<file path="src/sem_pkg.sv">
// Shared types and constants for the Sobel edge magnitude block.
// No dependencies; used by sem_front, sem_queue, sem_back and the top level.
package sem_pkg;

    localparam int unsigned CfgWidthBits = 11;
    localparam int unsigned PixBits      = 24;
    localparam logic [20:0] SatLimit     = 21'd65281;
    localparam logic [7:0]  SatValue     = 8'd255;

    // Register indexes of the configuration port.
    localparam logic CfgFrameWidth  = 1'b0;
    localparam logic CfgFrameHeight = 1'b1;

    // What a queued item produces.
    typedef enum logic [1:0] {
        K_NONE = 2'd0,  // updates the stores and window only
        K_LAST = 2'd1,  // result for the last column of an earlier row
        K_MID  = 2'd2   // result for the pixel left of the current column
    } t_kind;

    typedef struct packed {
        logic [PixBits-1:0] pix;
        t_kind              kind;
        logic [2:0]         row_mask;
        logic [2:0]         col_mask;
        logic               done;
    } t_task;

    typedef enum logic [2:0] {
        S_IDLE = 3'd0,
        S_WIN  = 3'd1,
        S_SQR  = 3'd2,
        S_ROOT = 3'd3,
        S_RND  = 3'd4
    } t_bstate;

    typedef struct packed {
        logic full;
        logic empty;
    } t_qstat;

endpackage

</file>
<file path="src/sem_queue.sv">
// Two-entry queue between the front and back parts.
// Depends on sem_pkg for the status struct.
module sem_queue import sem_pkg::*; #(
    parameter int DW = 32
) (
    input  logic          i_clk,
    input  logic          i_rst_n,
    input  logic          i_push,
    input  logic [DW-1:0] i_data,
    input  logic          i_pop,
    output logic [DW-1:0] o_data,
    output t_qstat        o_stat
);

    logic [DW-1:0] r_mem [2];
    logic          r_wp;
    logic          r_rp;
    logic [1:0]    r_cnt;

    always_ff @(posedge i_clk) begin
        if (!i_rst_n) begin
            r_wp  <= 1'b0;
            r_rp  <= 1'b0;
            r_cnt <= 2'd0;
        end else begin
            if (i_push) r_wp <= ~r_wp;
            if (i_pop)  r_rp <= ~r_rp;
            r_cnt <= r_cnt + {1'b0, i_push} - {1'b0, i_pop};
        end
    end

    always_ff @(posedge i_clk) begin
        if (i_push) r_mem[r_wp] <= i_data;
    end

    assign o_data       = r_mem[r_rp];
    assign o_stat.full  = (r_cnt == 2'd2);
    assign o_stat.empty = (r_cnt == 2'd0);

endmodule

</file>
<file path="config.mk">
export PLATFORM = sky130hd
export DESIGN_NAME = sem_queue
export DESIGN_NICKNAME = d
export VERILOG_FILES = /design/src/sem_pkg.sv /design/src/sem_queue.sv
export SDC_FILE = /design/constraint.sdc
export NUM_CORES = 1
export LEC_CHECK = 0
export BUFFER_PORTS_ARGS = -buffer_cell sky130_fd_sc_hd__buf_2
export CAP_MARGIN = 20
export CELL_PAD_IN_SITES_DETAIL_PLACEMENT = 2
export CELL_PAD_IN_SITES_GLOBAL_PLACEMENT = 2
export CORE_ASPECT_RATIO = 0.7
export CORE_MARGIN = 8
export CORE_UTILIZATION = 41
export DETAILED_ROUTE_END_ITERATION = 8
export GPL_ROUTABILITY_DRIVEN = 0
export PLACE_DENSITY_LB_ADDON = 0.1
export REMOVE_ABC_BUFFERS = 1
export SETUP_SLACK_MARGIN = 0.05
export SLEW_MARGIN = 20
export SYNTH_ARGS = -nofsm -noshare
export SYNTH_HDL_FRONTEND = slang
export SYNTH_SLANG_ARGS = --single-unit
</file>
<file path="constraint.sdc">
create_clock -name i_clk -period 4.75 [get_ports i_clk]
set_clock_uncertainty 0.05 [all_clocks]
set_input_delay 0.475 -clock i_clk [delete_from_list [all_inputs] [get_ports i_clk]]
set_output_delay 0.475 -clock i_clk [all_outputs]
set_load 0.005 [all_outputs]
</file>
==> results_dict.tcl, run 1 <==
set metrics [dict create \
    period_share_pct 51.9 \
    fill_cells 547 \
    wl_per_cell_um 20.4 \
    ff_latch_area_um2 2020 \
    max_freq_mhz 406 \
    avgSynthCellArea_um2 22.2 \
    initialDrtViolationCount 33 \
    synth_top_area_share_pct 71.4 \
    required_ns 4.22 \
    portBuffers 69 \
    cts_made_buffers 9 \
    antenna_left 0 \
    drcViolationCount 0 \
    cp.arrival_ns 1.94 \
    finalSetupViolCount 0 \
    initial_core_util_pct 42.9 \
    num_antenna_cells 0 \
    dr_total_vias 1323 \
    netlist_top_cells_area "edfxtp_1 (71%), mux2_4 (17%), dfxtp_1 (3.7%)" \
    synth-seq-area-share_pct 75.1 \
    ys.flop_type "edfxtp_1" \
    postSynthCellCount 121 \
    synth-seq-cells 69 \
    clockBufferDepth 2 \
    clk_pin_slew_ns 0.07 \
    grt_pass1_wl_um 8940 \
    holdBufCountCts 0 \
    cts-htree-levels 3 \
    status "finished, final reports clean" \
    drive_gt1_share_pct 58.6 \
    swShare_pct 20.9 \
    postCtsSetupRepairBufs 0 \
    synth_most_common_cell "edfxtp_1" \
    critPathCaptureType "primary output" \
    peakVddDrop_mv 0.234 \
    p_per_area_nw_per_um2 434 \
    placedCellCount 265 \
    viasPerCell 4.71 \
    drt_pass1_iterations 4 \
    drv_slew 0 \
    netlist-cell-type-count 14 \
    clock_sinks 69 \
    crit_type "flop to primary output" \
    grtUsageTotal_pct 12.8 \
    cp_max_fo 32 \
    clock_latency_ns 0.34 \
    core_um2 6280 \
    timing.final.ws_setup_ns 2.28 \
    ios 70 \
    setup_tns_ns 0 \
    area_growth_pct 23.2 \
    min_path_type "input port to flop" \
    rsz0062_at_grt "no" \
    synth_commonest_cells "edfxtp_1 (64), mux2_4 (30), dfxtp_1 (5)" \
    power_frac_comb_pct 10.3 \
    finalWirelength_um 5720 \
    p_switching_mw 0.301 \
    cts_root_buf "clkbuf_8" \
    pwr-share-clk_pct 39.0 \
    drv_cap 0 \
    period_needed_ns 2.47 \
    grt_max_degree 34 \
    tritoncts "built" \
    gr-total-overflow 0 \
    die_y_um 83.8 \
    dp_hpwl_um 4040 \
    final-hold-violation-count 0 \
    multi_input_area_um2 598 \
    synth_edf_count 64 \
    maxSlewHeadroom_pct 28.4 \
    ctsResizeCount 0 \
    worst_slew_pin_slew_ns 1.07 \
    dp_slack_ns 2.60 \
    leakage_nw 1.34 \
    num-nets-final 236 \
    die_w_um 113 \
    whs_ns 0.272 \
    yosysWarnings 0 \
    critPathLaunchType "flop" \
    ys_async_sr_fraction_pct 0 \
    p_seq_share_pct 50.6 \
    synthesis.area_um2 2690 \
    final_util_pct 52.9 \
    rows 24 \
    dieArea_um2 9450 \
    grt_pass1_vias 1600 \
    grt_antenna_before_repair 0 \
    p_int_mw 1.14 \
    worst-r2r-setup-slack_ns 3.18 \
    fin_cells 281 \
    synth.largest_area_cell "edfxtp_1" \
]
power by group through the flow:
stage               registers [mW]  logic (mW)  clock network [mW]
floorplan                    0.735      0.0860                   0
global placement             0.739       0.144                   0
detailed placement           0.744       0.153                   0
CTS                          0.731       0.155               0.582
global route                 0.734       0.164               0.603
finish                       0.729       0.149               0.562
metrics by stage:
stage	cell area, um2	power [mW]
4_1_cts	3320	1.47
2_1_floorplan	2620	0.821
5_1_grt	3320	1.50
3_5_place_dp	3080	0.897
3_3_place_gp	3080	0.883
6_report	3320	1.44
registers in the layout, indices dropped and copies added, names as in the netlist, named ones only:
name   flops
r_cnt      2
r_mem     64
r_rp       1
r_wp       1
final cells by class:
class                           instances  share of cell area (%)
Clock buffer                            9                    3.73
Clock inverter                          7                    3.43
Inverter                                2                   0.226
Multi-Input combinational cell         46                    18.0
Sequential cell                        69                    61.0
Tap cell                               78                    2.94
Timing Repair Buffer                   70                    10.6
path summary, 6_finish.rpt:
check	start	to	depth (start not counted)
setup / recovery	flop	o_data[0]	2
hold / removal	i_data[19]	r_mem[0][19]	1
setup reg to reg	r_wp	r_mem[0][23]	1
hold reg to reg	r_rp	flop	2
routing by layer:
metal  part of all wire, %  global-route usage, %  wire, um  vias to the layer above
met1                    39                   12.8      2210                      645
met4                   1.5                   6.22        86                        0
li1                      -                      -         -                      623
met3                   6.9                   5.71       394                        9
met2                    53                   22.3      3030                       46
met5                     0                      0         0                        -
critical path: stages, from the launching register on:
cell and delay (ns):
dfxtp_2 1.04, mux2_2 0.43, buf_2 0.13
cell usage in the layout (no fill, tap or decap), drive strengths merged:
cell / count
and2: 4
buf: 70
bufinv: 3
clkbuf: 9
clkinv: 2
clkinvlp: 2
dfxtp: 5
edfxtp: 64
ha: 2
inv: 2
mux2: 32
nor2: 1
nor2b: 4
o21a: 1
xnor3: 1
xor2: 1
kinds of logic after synthesis:
| logic type | count (synthesis) | synth area share (%) |
|---|---|---|
| flops | 69 | 75.1 |
| mux | 32 | 17.6 |
| simple gates | 9 | 2.00 |
| buf+inv | 6 | 2.93 |
| xor+xnor | 2 | 1.16 |
| fa+ha+maj | 2 | 0.930 |
| compound gates | 1 | 0.279 |
No activity file was read; power rests on OpenSTA's default activity.
==> run 2: changes to the inputs <==
--- a/config.mk
+++ b/config.mk
@@ -5,13 +5,14 @@
 export SDC_FILE = /design/constraint.sdc
 export NUM_CORES = 1
 export LEC_CHECK = 0
+export ABC_AREA = 1
 export BUFFER_PORTS_ARGS = -buffer_cell sky130_fd_sc_hd__buf_2
 export CAP_MARGIN = 20
 export CELL_PAD_IN_SITES_DETAIL_PLACEMENT = 2
 export CELL_PAD_IN_SITES_GLOBAL_PLACEMENT = 2
 export CORE_ASPECT_RATIO = 0.7
 export CORE_MARGIN = 8
-export CORE_UTILIZATION = 41
+export CORE_UTILIZATION = 37
 export DETAILED_ROUTE_END_ITERATION = 8
 export GPL_ROUTABILITY_DRIVEN = 0
 export PLACE_DENSITY_LB_ADDON = 0.1
==> constraint.sdc (replaced) <==
create_clock -name i_clk -period 2.3 [get_ports i_clk]
set_clock_uncertainty 0.05 [all_clocks]
set_input_delay 0.23 -clock i_clk [delete_from_list [all_inputs] [get_ports i_clk]]
set_output_delay 0.23 -clock i_clk [all_outputs]
set_load 0.005 [all_outputs]
==> results_dict.tcl, run 2 <==
set metrics [dict create \
    initialDrtViolationCount 32 \
    drv_cap 0 \
    netlist-cell-type-count 12 \
    critPathCaptureType "primary output" \
    tritoncts "built" \
    avgSynthCellArea_um2 20.2 \
    largest_register_ffs 64 \
    viasPerCell 4.35 \
    dieArea_um2 10300 \
    ys_async_sr_fraction_pct 0 \
    netlist_top_cells_area "edfxtp_1 (71%), mux2_4 (17%), dfxtp_1 (3.7%)" \
    area_growth_pct 23.2 \
    final_util_pct 46.3 \
    ios 70 \
    initial_core_util_pct 37.6 \
    dp_hpwl_um 4030 \
    dr_total_vias 1374 \
    ff_latch_area_um2 2020 \
    clk_pin_slew_ns 0.07 \
    cts-htree-levels 3 \
    synth_commonest_cells "edfxtp_1 (64), mux2_4 (30), nor2_1 (9)" \
    synth_most_common_cell "edfxtp_1" \
    drv_slew 0 \
    required_ns 2.02 \
    dp_slack_ns 0.758 \
    leakage_nw 1.35 \
    core_um2 7160 \
    postSynthCellCount 133 \
    synth-seq-area-share_pct 75.1 \
    ys.flop_type "edfxtp_1" \
    rsz0062_at_grt "no" \
    postCtsSetupRepairBufs 0 \
    yosysWarnings 0 \
    setup_tns_ns 0 \
    top_regs "r_mem: 64 flops, r_cnt: 2 flops" \
    cp.arrival_ns 1.59 \
    grt_antenna_before_repair 0 \
    drive_gt1_share_pct 53.2 \
    grt_pass1_vias 1605 \
    fill_cells 688 \
    peakVddDrop_mv 0.410 \
    regMostFlops "r_mem" \
    critPathLaunchType "flop" \
    grt_pass1_wl_um 8360 \
    holdBufCountCts 0 \
    final-hold-violation-count 0 \
    ctsResizeCount 0 \
    grt_max_degree 25 \
    drcViolationCount 0 \
    worst-r2r-setup-slack_ns 0.84 \
    whs_ns 0.0337 \
    die_y_um 87.4 \
    synth-seq-cells 69 \
    max_freq_mhz 534 \
    min_path_type "input port to flop" \
    p_per_area_nw_per_um2 770 \
    num_antenna_cells 0 \
    cts_root_buf "clkbuf_8" \
    timing.final.ws_setup_ns 0.426 \
    period_share_pct 81.5 \
    die_w_um 118 \
    synth_edf_count 64 \
    synth_top_area_share_pct 71.4 \
    synth.largest_area_cell "edfxtp_1" \
    grtUsageTotal_pct 10.9 \
    finalWirelength_um 5330 \
    num-nets-final 251 \
    multi_input_area_um2 579 \
    status "finished, final reports clean" \
    design_area_um2 3310 \
    wl_per_cell_um 16.9 \
    period_needed_ns 1.87 \
    rows 26 \
    cts_made_buffers 9 \
    final_cell_mix "buf_2 (69), edfxtp_1 (64), mux2_4 (30), clkbuf_8 (9)" \
    layout_commonest_cell "buf_2" \
    crit_type "flop to primary output" \
    gr-total-overflow 0 \
    synthesis.area_um2 2690 \
    clock_latency_ns 0.32 \
    drt_pass1_iterations 6 \
    dpl_cell_area_um2 3160 \
    worst_slew_pin_slew_ns 0.448 \
    clock_sinks 69 \
    antenna_left 0 \
    portBuffers 69 \
    maxSlewHeadroom_pct 70.0 \
    cp_max_fo 16 \
    finalSetupViolCount 0 \
    clockBufferDepth 2 \
]
## run 2: cell types whose count changed after synthesis, moves of 4 or more
cell	change
nor2_1	+8
and2_1	-4
inv_1	+5
nor2b_1	-4
nand2_1	+8
## run 2: power by group
part / leakage [nW] / total [mW] / switching [mW] / internal (mW)
clock: 0.0730 / 0.774 / 0.379 / 0.395
sequential: 0.643 / 1.48 / 0.0298 / 1.45
combinational: 0.633 / 0.298 / 0.134 / 0.164
## run 2: area by class of cell
class,count,area share (%)
inverter,7,0.793
multi-input combinational,53,17.5
timing repair buffer,73,12.5
tap,98,3.70
clock buffer,16,4.53
sequential,69,61.0
## run 2: cell families (layout without fill, tap and decap cells)
| group | Yosys count | in the layout | share of synthesized area [%] |
|---|---|---|---|
| adder cells (fa/ha/maj) | 2 | 2 | 0.930 |
| flip-flops | 69 | 69 | 75.1 |
| multiplexers | 32 | 32 | 17.6 |
| AO/OA/AOI/OAI | 1 | 1 | 0.186 |
| buffers and inverters | 11 | 96 | 3.63 |
| AND/OR/NAND/NOR | 18 | 18 | 2.56 |
## run 2: path summary, 6_finish.rpt
path | depth (start not counted) | endpoint | start
hold / removal | 1 | r_mem[0][2] | i_data[2]
setup / recovery | 3 | o_data[1] | flop
hold reg to reg | 2 | r_rp | r_rp
setup reg to reg | 8 | r_cnt[1] | r_cnt[0]
## run 2: critical path, stage by stage, from the launching register on
cell and delay (ns):
dfxtp_2 0.57, buf_12 0.23, mux2_4 0.32, buf_2 0.14
## run 2: through the flow
stage / cells / power, mW
finish: 316 / 2.55
global route: 316 / 2.68
CTS: 316 / 2.60
detailed placement: 300 / 1.81
global placement: 300 / 1.79
floorplan: 129 / 1.66
## run 2: layer usage
layer  up-vias  wire length (um)  track usage, %
li1        656                 -               -
met1       671              2110            10.7
met2        42              2770            19.1
met3         5               406            6.22
met4         0                46            3.82
met5         -                 0               0
