<file path="config.mk">
export PLATFORM = sky130hd
export DESIGN_NAME = sem_front
export DESIGN_NICKNAME = d
export VERILOG_FILES = /design/src/sem_pkg.sv /design/src/sem_front.sv
export SDC_FILE = /design/constraint.sdc
export NUM_CORES = 1
export LEC_CHECK = 0
export BUFFER_PORTS_ARGS = -buffer_cell sky130_fd_sc_hd__clkbuf_2
export CAP_MARGIN = 40
export CORE_ASPECT_RATIO = 0.9
export CORE_UTILIZATION = 35
export DETAILED_ROUTE_END_ITERATION = 6
export PLACE_DENSITY = 0.57
export SYNTH_ARGS = -nofsm -noshare
export SYNTH_HDL_FRONTEND = slang
export SYNTH_SLANG_ARGS = --single-unit
</file>
<file path="constraint.sdc">
create_clock -name i_clk -period 6.1 [get_ports i_clk]
set_input_delay 0.305 -clock i_clk [delete_from_list [all_inputs] [get_ports i_clk]]
set_output_delay 0.305 -clock i_clk [all_outputs]
set_load 0.05 [all_outputs]
</file>
<file path="src/sem_pkg.sv">
// Shared types and constants for the Sobel edge magnitude block.
// No dependencies; used by sem_front, sem_queue, sem_back and the top level.
package sem_pkg;

    localparam int unsigned CfgWidthBits = 11;
    localparam int unsigned PixBits      = 24;
    localparam logic [20:0] SatLimit     = 21'd65281;
    localparam logic [7:0]  SatValue     = 8'd255;

    // Register indexes of the configuration port.
    localparam logic CfgFrameWidth  = 1'b0;
    localparam logic CfgFrameHeight = 1'b1;

    // What a queued item produces.
    typedef enum logic [1:0] {
        K_NONE = 2'd0,  // updates the stores and window only
        K_LAST = 2'd1,  // result for the last column of an earlier row
        K_MID  = 2'd2   // result for the pixel left of the current column
    } t_kind;

    typedef struct packed {
        logic [PixBits-1:0] pix;
        t_kind              kind;
        logic [2:0]         row_mask;
        logic [2:0]         col_mask;
        logic               done;
    } t_task;

    typedef enum logic [2:0] {
        S_IDLE = 3'd0,
        S_WIN  = 3'd1,
        S_SQR  = 3'd2,
        S_ROOT = 3'd3,
        S_RND  = 3'd4
    } t_bstate;

    typedef struct packed {
        logic full;
        logic empty;
    } t_qstat;

endpackage

</file>
<file path="src/sem_front.sv">
// Front part: accepts items, tracks the frame position and classifies each item.
// Depends on sem_pkg for the task struct and kind codes.
module sem_front import sem_pkg::*; #(
    parameter int MAX_WIDTH  = 1024,
    parameter int MAX_HEIGHT = 1024,
    localparam int CI = $clog2(MAX_WIDTH),
    localparam int CW = $clog2(MAX_WIDTH + 1),
    localparam int RW = $clog2(MAX_HEIGHT + 2),
    localparam int XW = RW + 2
) (
    input  logic                    i_clk,
    input  logic                    i_rst_n,
    input  logic                    i_valid,
    output logic                    o_ready,
    input  logic                    i_req_type,
    input  logic [7:0]              i_red_in,
    input  logic [7:0]              i_green_in,
    input  logic [7:0]              i_blue_in,
    input  logic [CfgWidthBits-1:0] i_cfg_width,
    input  logic [CfgWidthBits-1:0] i_cfg_height,
    input  t_qstat                  i_qstat,
    output logic                    o_push,
    output t_task                   o_task,
    output logic [CI-1:0]           o_col
);

    logic          r_active;
    logic [CW-1:0] r_lw;
    logic [RW-1:0] r_lh;
    logic [CW-1:0] r_col;
    logic [RW-1:0] r_row;

    logic          take, start, ignore, pix_row, col_zero, done;
    logic [CW-1:0] w_clamp, lw_e, col_e;
    logic [RW-1:0] h_clamp, lh_e, row_e;
    logic [XW-1:0] xr, xh;
    logic [CW:0]   col_inc;
    t_kind         kind;
    logic [2:0]    rmask, cmask;

    assign o_ready = !i_qstat.full;
    assign take    = i_valid && o_ready;

    always_comb begin
        if (i_cfg_width == '0)                      w_clamp = CW'(1);
        else if (32'(i_cfg_width) > MAX_WIDTH)      w_clamp = CW'(MAX_WIDTH);
        else                                        w_clamp = CW'(i_cfg_width);
        if (i_cfg_height == '0)                     h_clamp = RW'(1);
        else if (32'(i_cfg_height) > MAX_HEIGHT)    h_clamp = RW'(MAX_HEIGHT);
        else                                        h_clamp = RW'(i_cfg_height);
    end

    always_comb begin
        start    = !r_active && !i_req_type;
        lw_e     = start ? w_clamp : r_lw;
        lh_e     = start ? h_clamp : r_lh;
        row_e    = start ? '0 : r_row;
        col_e    = start ? '0 : r_col;
        pix_row  = (row_e < lh_e);
        ignore   = i_req_type && (!r_active || pix_row);
        xr       = XW'(row_e);
        xh       = XW'(lh_e);
        col_zero = (col_e == '0);
        col_inc  = {1'b0, col_e} + 1'b1;

        if (col_zero && xr >= XW'(2))       kind = K_LAST;
        else if (!col_zero && xr >= XW'(1)) kind = K_MID;
        else                                kind = K_NONE;

        rmask = '0;
        cmask = '0;
        done  = 1'b0;
        case (kind)
            K_LAST: begin
                rmask[0] = (xr >= XW'(3)) && (xr < xh + XW'(3));
                rmask[1] = (xr < xh + XW'(2));
                rmask[2] = (xr < xh + XW'(1));
                cmask    = {1'b0, 1'b1, (lw_e >= CW'(2))};
                done     = (xr == xh + XW'(1));
            end
            K_MID: begin
                rmask[0] = (xr >= XW'(2)) && (xr < xh + XW'(2));
                rmask[1] = (xr < xh + XW'(1));
                rmask[2] = (xr < xh);
                cmask    = {1'b1, 1'b1, (col_e >= CW'(2))};
            end
            default: ;
        endcase
    end

    assign o_push          = take && !ignore;
    assign o_task.pix      = pix_row ? {i_red_in, i_green_in, i_blue_in} : '0;
    assign o_task.kind     = kind;
    assign o_task.row_mask = rmask;
    assign o_task.col_mask = cmask;
    assign o_task.done     = done;
    assign o_col           = col_e[CI-1:0];

    always_ff @(posedge i_clk) begin
        if (!i_rst_n) begin
            r_active <= 1'b0;
            r_lw     <= '0;
            r_lh     <= '0;
            r_col    <= '0;
            r_row    <= '0;
        end else if (o_push) begin
            r_lw <= lw_e;
            r_lh <= lh_e;
            if (done) begin
                r_active <= 1'b0;
                r_col    <= '0;
                r_row    <= '0;
            end else begin
                r_active <= 1'b1;
                if (col_inc >= {1'b0, lw_e}) begin
                    r_col <= '0;
                    r_row <= row_e + 1'b1;
                end else begin
                    r_col <= col_inc[CW-1:0];
                    r_row <= row_e;
                end
            end
        end
    end

endmodule

</file>
==> key figures, run 1 <==
Run status
  • Outcome: complete, no violations

Worst setup path
  • Endpoint type of the worst setup path: output pin
  • Req. time, crit path: 5.79 ns
  • CP Launch Type: flop
  • Crit path kind: flop to output pin
  • Reg2reg start: r_active
  • Worst-case reg-to-reg path depth: 17
  • Worst-path maximum fanout: 31
  • RR Endpoint: r_row[6]
  • Worst R2R Setup Slack: 1.40 ns
  • CP arrival: 4.53 ns

Placed design
  • Buffers on Ports: 95
  • Cell Area, Placed: 5246 sq um
  • Routability congestion estimate: 0.8757
  • HPWL after DPL: 10710 um

Synthesis
  • Share of the synthesized area in the top cell type: 19.48%
  • Yosys warnings: 0
  • Mapped Nets: 713
  • Post-Syn Area: 4626 sq um
  • Xor/xnor cell area share of the yosys netlist: 6.627%
  • Compound-Gate Fraction of Synth Area: 23.45%
  • Mapped Avg Cell Area: 7.735 sq um
  • Mux contribution to synthesized area: 0.6492%
  • Post-synth EDFFs: 0
  • Cell accounting for the most synthesized area: dfxtp_1
  • Adder-Cell Fraction of Synth Area: 17.26%
  • Post-synth ARST share: 0%
  • Largest family of logic cells by synthesized area: simple AND/OR/NAND/NOR gates
  • Yosys cell types: 64
  • Synth top area cells: dfxtp_1 19%, ha_1 17%, nor2_1 5.9%, and3_1 4.2%, a211oi_1 3.7%
  • Sequential-to-total area share from yosys stat: 19.48%
  • Predominant post-synthesis flop cell: dfxtp_1
  • Top cells by count, synth: 73 x nor2_1, 63 x ha_1, 45 x dfxtp_1, 33 x a21oi_1, 32 x nand2_1
  • Syn Inst Count: 598
  • Synth Area in Simple Gates: 26.97%
  • Top-count cell post-synth: nor2_1
  • #FFs+latches synth: 45

Finish
  • Utilization after layout: 42.16%
  • Ratio of cells with drive above 1 in the final layout: 18.56%
  • ANT cells: 0
  • Syn-to-layout area delta: 16.53%
  • Post-route cell area: 5390 sq um
  • Fillers: 1323
  • Nets: 793

Routing
  • DR iter-0 viols: 321
  • Wire per inst: 16.28 um
  • DRC Markers: 0
  • DRT Pass-1 Iters: 5
  • Vias/cell: 5.607
  • Via count: 4727
  • Final ANT Viol Nets: 0
  • Total Routed Length: 13720 um

GRT
  • Initial antenna violation count: 0
  • First-pass GRT wire length: 22100 um
  • GRT Total Usage: 20.17%
  • Global route total overflow: 0
  • Vias in the first global route: 4433
  • Largest net degree at the start of global routing: 32

Worst hold path
  • Min-Delay Path Class: input port to flop
  • Hold Path Origin: i_rst_n
  • Hold Path End: r_row[6]
  • Hold path cells: 3

Clocking
  • CTS tree: done
  • Clock buffer depth: 2
  • CTS clk-pin slew, worst paths: 0.06 ns
  • CTS resizes: 0
  • Root Buffer: clkbuf_16
  • Setup Fix Bufs, Post-CTS: 0
  • H-Tree Depth: 2
  • Skew-Pair Late Insertion Delay: 0.29 ns
  • Number of CTS-inserted buffers: 5
  • Hold buffers post-CTS: 0
  • Clock Sinks: 45

Timing
  • Final period util: 79.27%
  • Fmax: 206.8 MHz
  • Worst slew margin: 43.72%
  • Minimum clock period: 4.835 ns
  • RSZ-0062 raised after global routing: false
  • Setup TNS: 0 ns
  • Setup Skew: 0.01113 ns
  • Endpoints failing hold: 0
  • # setup viols final: 0
  • Worst-margin pin slew: 0.8365 ns
  • Max-slew violation count: 0

Flow run
  • MaxCap Viol Count: 0

Pwr
  • Total power: 0.0008670 W
  • PD cells: 160.8 nW/um^2
  • P_leak: 2.391 nW
  • VDD IR-drop max: 0.09672 mV

Die
  • Starting density of the core: 36.18%
  • Chip width: 123.2 um
  • FP Rows: 39
  • Core area: 12780 sq um
  • Die area: 13680 sq um
  • # IOs: 97
  • Die Height: 111.1 um
report_power, final:
part           leakage, nW  internal, W  total (W)  switching (W)
clock network       0.0631     0.000152   0.000268       0.000116
registers            0.365     0.000303   0.000309     0.00000634
logic                 1.96    0.0000919   0.000290       0.000198
total                 2.39     0.000547   0.000867       0.000320
area by class of cell:
| type | count | area (sq um) | share of cell area [%] |
|---|---|---|---|
| Clock inverter | 2 | 15.01 | 0.2786 |
| Tap cell | 164 | 205.2 | 3.807 |
| Sequential cell | 45 | 900.9 | 16.71 |
| Clock buffer | 6 | 128.9 | 2.391 |
| Timing Repair Buffer | 105 | 550.5 | 10.21 |
| Inverter | 32 | 120.1 | 2.228 |
| Multi-Input combinational cell | 489 | 3470 | 64.37 |
metrics by stage:
stage | std cells | setup WS, ns | hold WS (ns)
3_5_place_dp | 835 | 1.466 | 0.4910
5_1_grt | 843 | 0.8965 | 0.4822
4_1_cts | 843 | 1.272 | 0.4412
6_report | 843 | 1.265 | 0.4562
3_3_place_gp | 834 | 1.304 | 0.4791
2_1_floorplan | 598 | 1.327 | 0.4593
registers in the layout, summed over array words and instances, names as in the netlist:
name      count
r_active      1
r_col        11
r_lh         11
r_lw         11
r_row        11
logic make-up (layout without fill, tap and decap cells):
group,count (synthesis),in the layout
xor gates and xnor gates,35,35
AOI/OAI and AO/OA,146,146
DFF,45,45
buffers and inverters,64,145
adders and majority gates,64,64
muxes,3,3
and+or+nand+nor,241,241
critical path: stages, from the launching register on:
cell and delay (ns):
dfxtp_1 0.62, nor2_2 0.09, buf_4 0.25, and3_1 0.24, a21oi_1 0.61, ha_1 0.38
o21a_1 0.11, o211ai_1 0.22, o21a_1 0.68, a21oi_1 0.22, nor2_1 0.22, inv_2 0.25
clkbuf_2 0.32
metal layers:
metal  GRT usage, %  vias to the layer above  wire length [um]
met5              0                        -                 0
met2          31.81                      155              5978
li1               -                     2355                 -
met4          4.337                        0               187
met3          2.263                       14               811
met1          29.15                     2203              6744
cells in the final DEF (no fill, tap or decap), types with 17 or more instances in the layout:
cell | Yosys | layout
dfxtp_1 | 45 | 45
xor2_1 | 19 | 19
a21oi_1 | 33 | 33
clkbuf_2 | 0 | 95
a211oi_1 | 23 | 23
and3_1 | 31 | 31
ha_1 | 63 | 63
nor2_1 | 73 | 72
inv_1 | 31 | 31
nand3_1 | 17 | 17
nand2_1 | 32 | 32
how the worst max path moves through the flow:
stage / startpoint / end / slack [ns]
after floorplan: r_active / o_task[6] / 1.33
after global placement: i_req_type / o_task[4] / 1.30
after detailed placement: r_active / r_row[6] / 1.47
after CTS: r_active / o_push / 1.27
after global routing: r_active / o_push / 0.90
final: r_active / o_push / 1.26
No activity file was read; power rests on OpenSTA's default activity.
==> inputs of run 2 (changes only) <==
clock period = 4.7 ns   (was 6.1 ns; I/O delays follow)
==> key figures, run 2 (synthesis gave the netlist of run 1 again) <==
Routing
  • DRC Markers: 0
  • Final ANT Viol Nets: 0
  • DRT Pass-1 Iters: 6
  • DR iter-0 viols: 382
  • Wire per inst: 16.62 um
  • Via count: 4768
  • Total Routed Length: 14190 um
  • Vias/cell: 5.583

GRT
  • GRT Total Usage: 20.93%
  • Vias in the first global route: 4522
  • First-pass GRT wire length: 22580 um
  • Initial antenna violation count: 0
  • Largest net degree at the start of global routing: 33
  • Global route total overflow: 0

Timing
  • Minimum clock period: 4.474 ns
  • Worst slew margin: 38.04%
  • Setup TNS: 0 ns
  • Setup Skew: 0.008026 ns
  • Endpoints failing hold: 0
  • Fmax: 223.5 MHz
  • Final period util: 95.18%
  • RSZ-0062 raised after global routing: false
  • # setup viols final: 0
  • PnR worst setup slack: 0.2264 ns
  • Max-slew violation count: 0
  • Worst-margin pin slew: 0.9197 ns

Clocking
  • CTS clk-pin slew, worst paths: 0.07 ns
  • Clock buffer depth: 2
  • H-Tree Depth: 2
  • Root Buffer: clkbuf_16
  • CTS tree: done
  • Number of CTS-inserted buffers: 5
  • Skew-Pair Late Insertion Delay: 0.29 ns
  • Clock Sinks: 45

Worst setup path
  • Worst-path maximum fanout: 9
  • Crit path kind: flop to output pin
  • CP Cell Sequence: or4b_1 > and2_2 > or4_1 > buf_4 > nor2_1 > xor2_1 > ha_1 > o21a_1 > o21ai_0 > a21oi_1 > o31a_1 > o22a_1 > o32ai_1 > clkbuf_2
  • CP arrival: 4.24 ns
  • Slowest stage cell, crit path: or4b_1
  • Req. time, crit path: 4.47 ns
  • CP Launch Type: flop
  • Endpoint type of the worst setup path: output pin
  • CP peak stage delay: 0.63 ns

Flow run
  • MaxCap Viol Count: 0

Die
  • Chip width: 123.2 um
  • Core area: 12780 sq um
  • Die area: 13680 sq um
  • Die Height: 111.1 um
  • FP Rows: 39
  • # IOs: 97
  • Starting density of the core: 36.18%

Pwr
  • VDD IR-drop max: 0.1804 mV
  • P_leak: 2.466 nW
  • PD cells: 219.0 nW/um^2

Placed design
  • Cell Area, Placed: 5336 sq um
  • HPWL after DPL: 11010 um
  • Buffers on Ports: 95
  • Routability congestion estimate: 0.8693
  • Post-Place Setup Slack: 0.4397 ns

Finish
  • Utilization after layout: 43.17%
  • Syn-to-layout area delta: 19.31%
  • Post-route cell area: 5519 sq um
  • ANT cells: 0
  • Commonest non-fill, non-tap cell in the layout: clkbuf_2
  • Commonest cells after routing, fill and taps aside: 94 x clkbuf_2, 72 x nor2_1, 63 x ha_1, 45 x dfxtp_1, 33 x a21oi_1
  • Nets: 804
  • Ratio of cells with drive above 1 in the final layout: 20.29%

Worst hold path
  • Min-Delay Path Class: input port to flop

Run status
  • Outcome: complete, no violations
[run 2: cell count changes in the layout (fill, tap and decap cells not counted), sizes merged]
cell / before / now
clkinvlp: 2 / 1
bufinv: 0 / 1
buf: 10 / 21
[run 2: routing by layer]
layer | up-vias | wire length, um | part of all wire (%) | global-route usage [%]
met4 | 0 | 184 | 1.3 | 4.900
met3 | 14 | 737 | 5.2 | 2.932
met1 | 2225 | 6990 | 49 | 29.90
li1 | 2367 | - | - | -
met5 | - | 0 | 0 | 0
met2 | 162 | 6279 | 44 | 32.81
[run 2: repair_timing]
action                                  4_1_cts  5_1_grt
buffers inserted                              0        0
hold buffers                                  0        0
gates resized for setup                       0        4
endpoints found under the setup margin        0        3
[run 2: layout make-up]
| class | instances | area [sq um] |
|---|---|---|
| fillers | 1291 | 7266 |
| multi-input cells | 489 | 3481 |
| flip-flops and latches | 45 | 900.9 |
| repair buffers | 116 | 635.6 |
| well taps | 164 | 205.2 |
| clock buffers | 6 | 138.9 |
| inverters | 32 | 120.1 |
| clock inverters | 2 | 37.54 |
[run 2: path summary, 6_finish.rpt]
path	slack (ns)	from	endpoint	cells after the start
setup / recovery	0.23	r_active	o_task[4]	14
hold / removal	0.37	i_rst_n	r_row[6]	3
setup reg to reg	0.47	r_active	r_row[3]	13
hold reg to reg	0.49	r_lw[0]	r_lw[0]	2
[run 2: metrics by stage]
| stage | power [W] | hold WS, ns | std cells |
|---|---|---|---|
| floorplan | 0.0006794 | 0.4593 | 598 |
| global placement | 0.0007863 | 0.4862 | 846 |
| detailed placement | 0.0007926 | 0.4878 | 846 |
| CTS | 0.001212 | 0.3619 | 854 |
| global route | 0.001264 | 0.3890 | 854 |
| finish | 0.001209 | 0.3669 | 854 |
[run 2: worst max-delay path, delay by kind of cell (launching register included)]
kind / cells / cell delay (ns)
fa+ha+maj: 1 / 0.25
compound gates: 6 / 0.94
buf+inv: 2 / 0.52
simple gates: 4 / 1.65
flops: 1 / 0.41
xor+xnor: 1 / 0.16
[run 2: power breakdown]
group | switching, W | leakage [nW] | internal [W]
sequential | 0.00000751 | 0.365 | 0.000393
combinational | 0.000261 | 2.02 | 0.000126
clock | 0.000156 | 0.0831 | 0.000266
==> inputs of run 3 (changes only) <==
clock period = 4.6 ns   (was 4.7 ns; I/O delays follow)
==> key figures, run 3 (synthesis gave the netlist of run 1 again) <==
Run status
  • Outcome: complete, no violations

Pwr
  • Switching part of the total power: 36.03%
  • Sequential Power Share: 33.1%
  • P_leak: 2.483 nW
  • Internal: 0.0007902 W
  • Combinational group share of total power: 32.3%
  • Psw: 0.0004450 W
  • Clock Power Share: 34.5%
  • PD cells: 222.5 nW/um^2
  • Total power: 0.001235 W
  • VDD IR-drop max: 0.1706 mV

Clocking
  • CTS tree: done
  • CTS clk-pin slew, worst paths: 0.07 ns
  • Hold buffers post-CTS: 0
  • Root Buffer: clkbuf_16
  • Number of CTS-inserted buffers: 5
  • Skew-Pair Late Insertion Delay: 0.30 ns
  • H-Tree Depth: 2
  • Setup Fix Bufs, Post-CTS: 0
  • Clock buffer depth: 2
  • Clock Sinks: 45

Finish
  • Nets: 807
  • Ratio of cells with drive above 1 in the final layout: 20.92%
  • Commonest cells after routing, fill and taps aside: 94 x clkbuf_2, 72 x nor2_1, 63 x ha_1, 45 x dfxtp_1, 33 x a21oi_1
  • Commonest non-fill, non-tap cell in the layout: clkbuf_2
  • Utilization after layout: 43.43%
  • Syn-to-layout area delta: 20.04%
  • ANT cells: 0

Placed design
  • Post-Place Setup Slack: 0.2602 ns
  • Buffers on Ports: 95
  • Routability congestion estimate: 0.8430
  • HPWL after DPL: 11120 um

Timing
  • Setup Skew: 0.006961 ns
  • Fmax: 230.2 MHz
  • Setup TNS: 0 ns
  • RSZ-0062 raised after global routing: false
  • Final period util: 94.43%
  • Minimum clock period: 4.344 ns
  • Worst slew margin: 40.47%
  • Endpoints failing hold: 0
  • Max-slew violation count: 0
  • # setup viols final: 0
  • Worst-margin pin slew: 0.8836 ns
  • PnR worst setup slack: 0.2564 ns

Routing
  • Total Routed Length: 14250 um
  • DR iter-0 viols: 391
  • DRT Pass-1 Iters: 5
  • Final ANT Viol Nets: 0
  • Vias/cell: 5.649
  • Via count: 4841
  • Wire per inst: 16.63 um
  • DRC Markers: 0

Worst setup path
  • Endpoint type of the worst setup path: output pin
  • Worst-path maximum fanout: 21
  • CP Cell Sequence: or2_4 > o31a_1 > inv_1 > ha_1 > inv_1 > nor4_2 > xor2_1 > ha_1 > and4_1 > nand4_1 > nor2_1 > a211oi_1 > a21oi_1 > o32ai_2 > buf_4
  • CP Launch Type: flop
  • Slowest stage cell, crit path: o31a_1
  • Crit path kind: flop to output pin
  • CP arrival: 4.11 ns
  • CP peak stage delay: 0.44 ns
  • Req. time, crit path: 4.37 ns

Worst hold path
  • Min-Delay Path Class: input port to flop

GRT
  • Initial antenna violation count: 0
  • Largest net degree at the start of global routing: 34
  • First-pass GRT wire length: 22840 um
  • Global route total overflow: 0
  • Vias in the first global route: 4487
  • GRT Total Usage: 21.35%

Die
  • # IOs: 97
  • Core area: 12780 sq um
  • Die area: 13680 sq um
  • Chip width: 123.2 um
  • Starting density of the core: 36.18%
  • FP Rows: 39
  • Die Height: 111.1 um

Flow run
  • MaxCap Viol Count: 0
-- run 3: cell count changes in the layout (fill, tap and decap cells not counted) --
cell / change
buf_4: +4
and2_1: +1
and2_2: -1
clkbuf_4: -1
clkbuf_8: -1
clkinv_4: +1
nor4_1: -1
nor4_2: +1
o32ai_1: -1
o32ai_2: +1
or4_1: -1
or4_4: +1
-- run 3: final cells by class --
cell class | instances | area (sq um)
clock buffers | 5 | 125.1
clock inverters | 3 | 46.29
fillers | 1300 | 7232
inverters | 32 | 120.1
multi-input cells | 489 | 3497
flip-flops and latches | 45 | 900.9
well taps | 164 | 205.2
repair buffers | 119 | 658.1
-- run 3: routing by layer --
| layer | part of all wire (%) | vias to the layer above | GRT usage (%) | routed length, um |
|---|---|---|---|---|
| li1 | - | 2388 | - | - |
| met1 | 49 | 2244 | 30.57 | 6943 |
| met2 | 44 | 192 | 33.33 | 6265 |
| met3 | 6.0 | 17 | 2.521 | 849 |
| met4 | 1.4 | 0 | 5.783 | 195 |
| met5 | 0 | - | 0 | 0 |
-- run 3: what timing repair did --
action                     CTS  global route
cloned                       0             0
resized for setup            1             5
setup endpoints to repair    1             1
-- run 3: final timing paths --
path / end / startpoint / slack, ns / cells after the start
setup / recovery: o_task[6] / r_active / 0.26 / 15
hold / removal: r_row[6] / i_rst_n / 0.34 / 3
setup reg to reg: r_row[2] / r_active / 0.45 / 15
hold reg to reg: r_lw[2] / r_lw[2] / 0.50 / 2
-- run 3: critical path: cells and delay by family (launching register included) --
family / cells / cell delay, ns
AO/OA/AOI/OAI: 4 / 1.08
XOR/XNOR: 1 / 0.27
adder cells (fa/ha/maj): 2 / 0.45
buffers and inverters: 3 / 0.53
flip-flops: 1 / 0.40
AND/OR/NAND/NOR: 5 / 1.06
-- run 3: power by group through the flow --
| stage | Combinational [W] | Sequential [W] | Clock, W |
|---|---|---|---|
| 3_5_place_dp | 0.000395 | 0.000418 | 0 |
| 5_1_grt | 0.000432 | 0.000411 | 0.000455 |
| 2_1_floorplan | 0.000279 | 0.000416 | 0 |
| 3_3_place_gp | 0.000390 | 0.000418 | 0 |
| 4_1_cts | 0.000397 | 0.000409 | 0.000435 |
| 6_report | 0.000399 | 0.000409 | 0.000427 |
-- run 3: per-stage QoR --
stage               cell area, sq um  hold WS (ns)  cells
CTS                             5540        0.3453    857
detailed placement              5366        0.4911    849
floorplan                       4641        0.4593    598
global route                    5553        0.3556    857
finish                          5553        0.3380    857
global placement                5366        0.4863    849
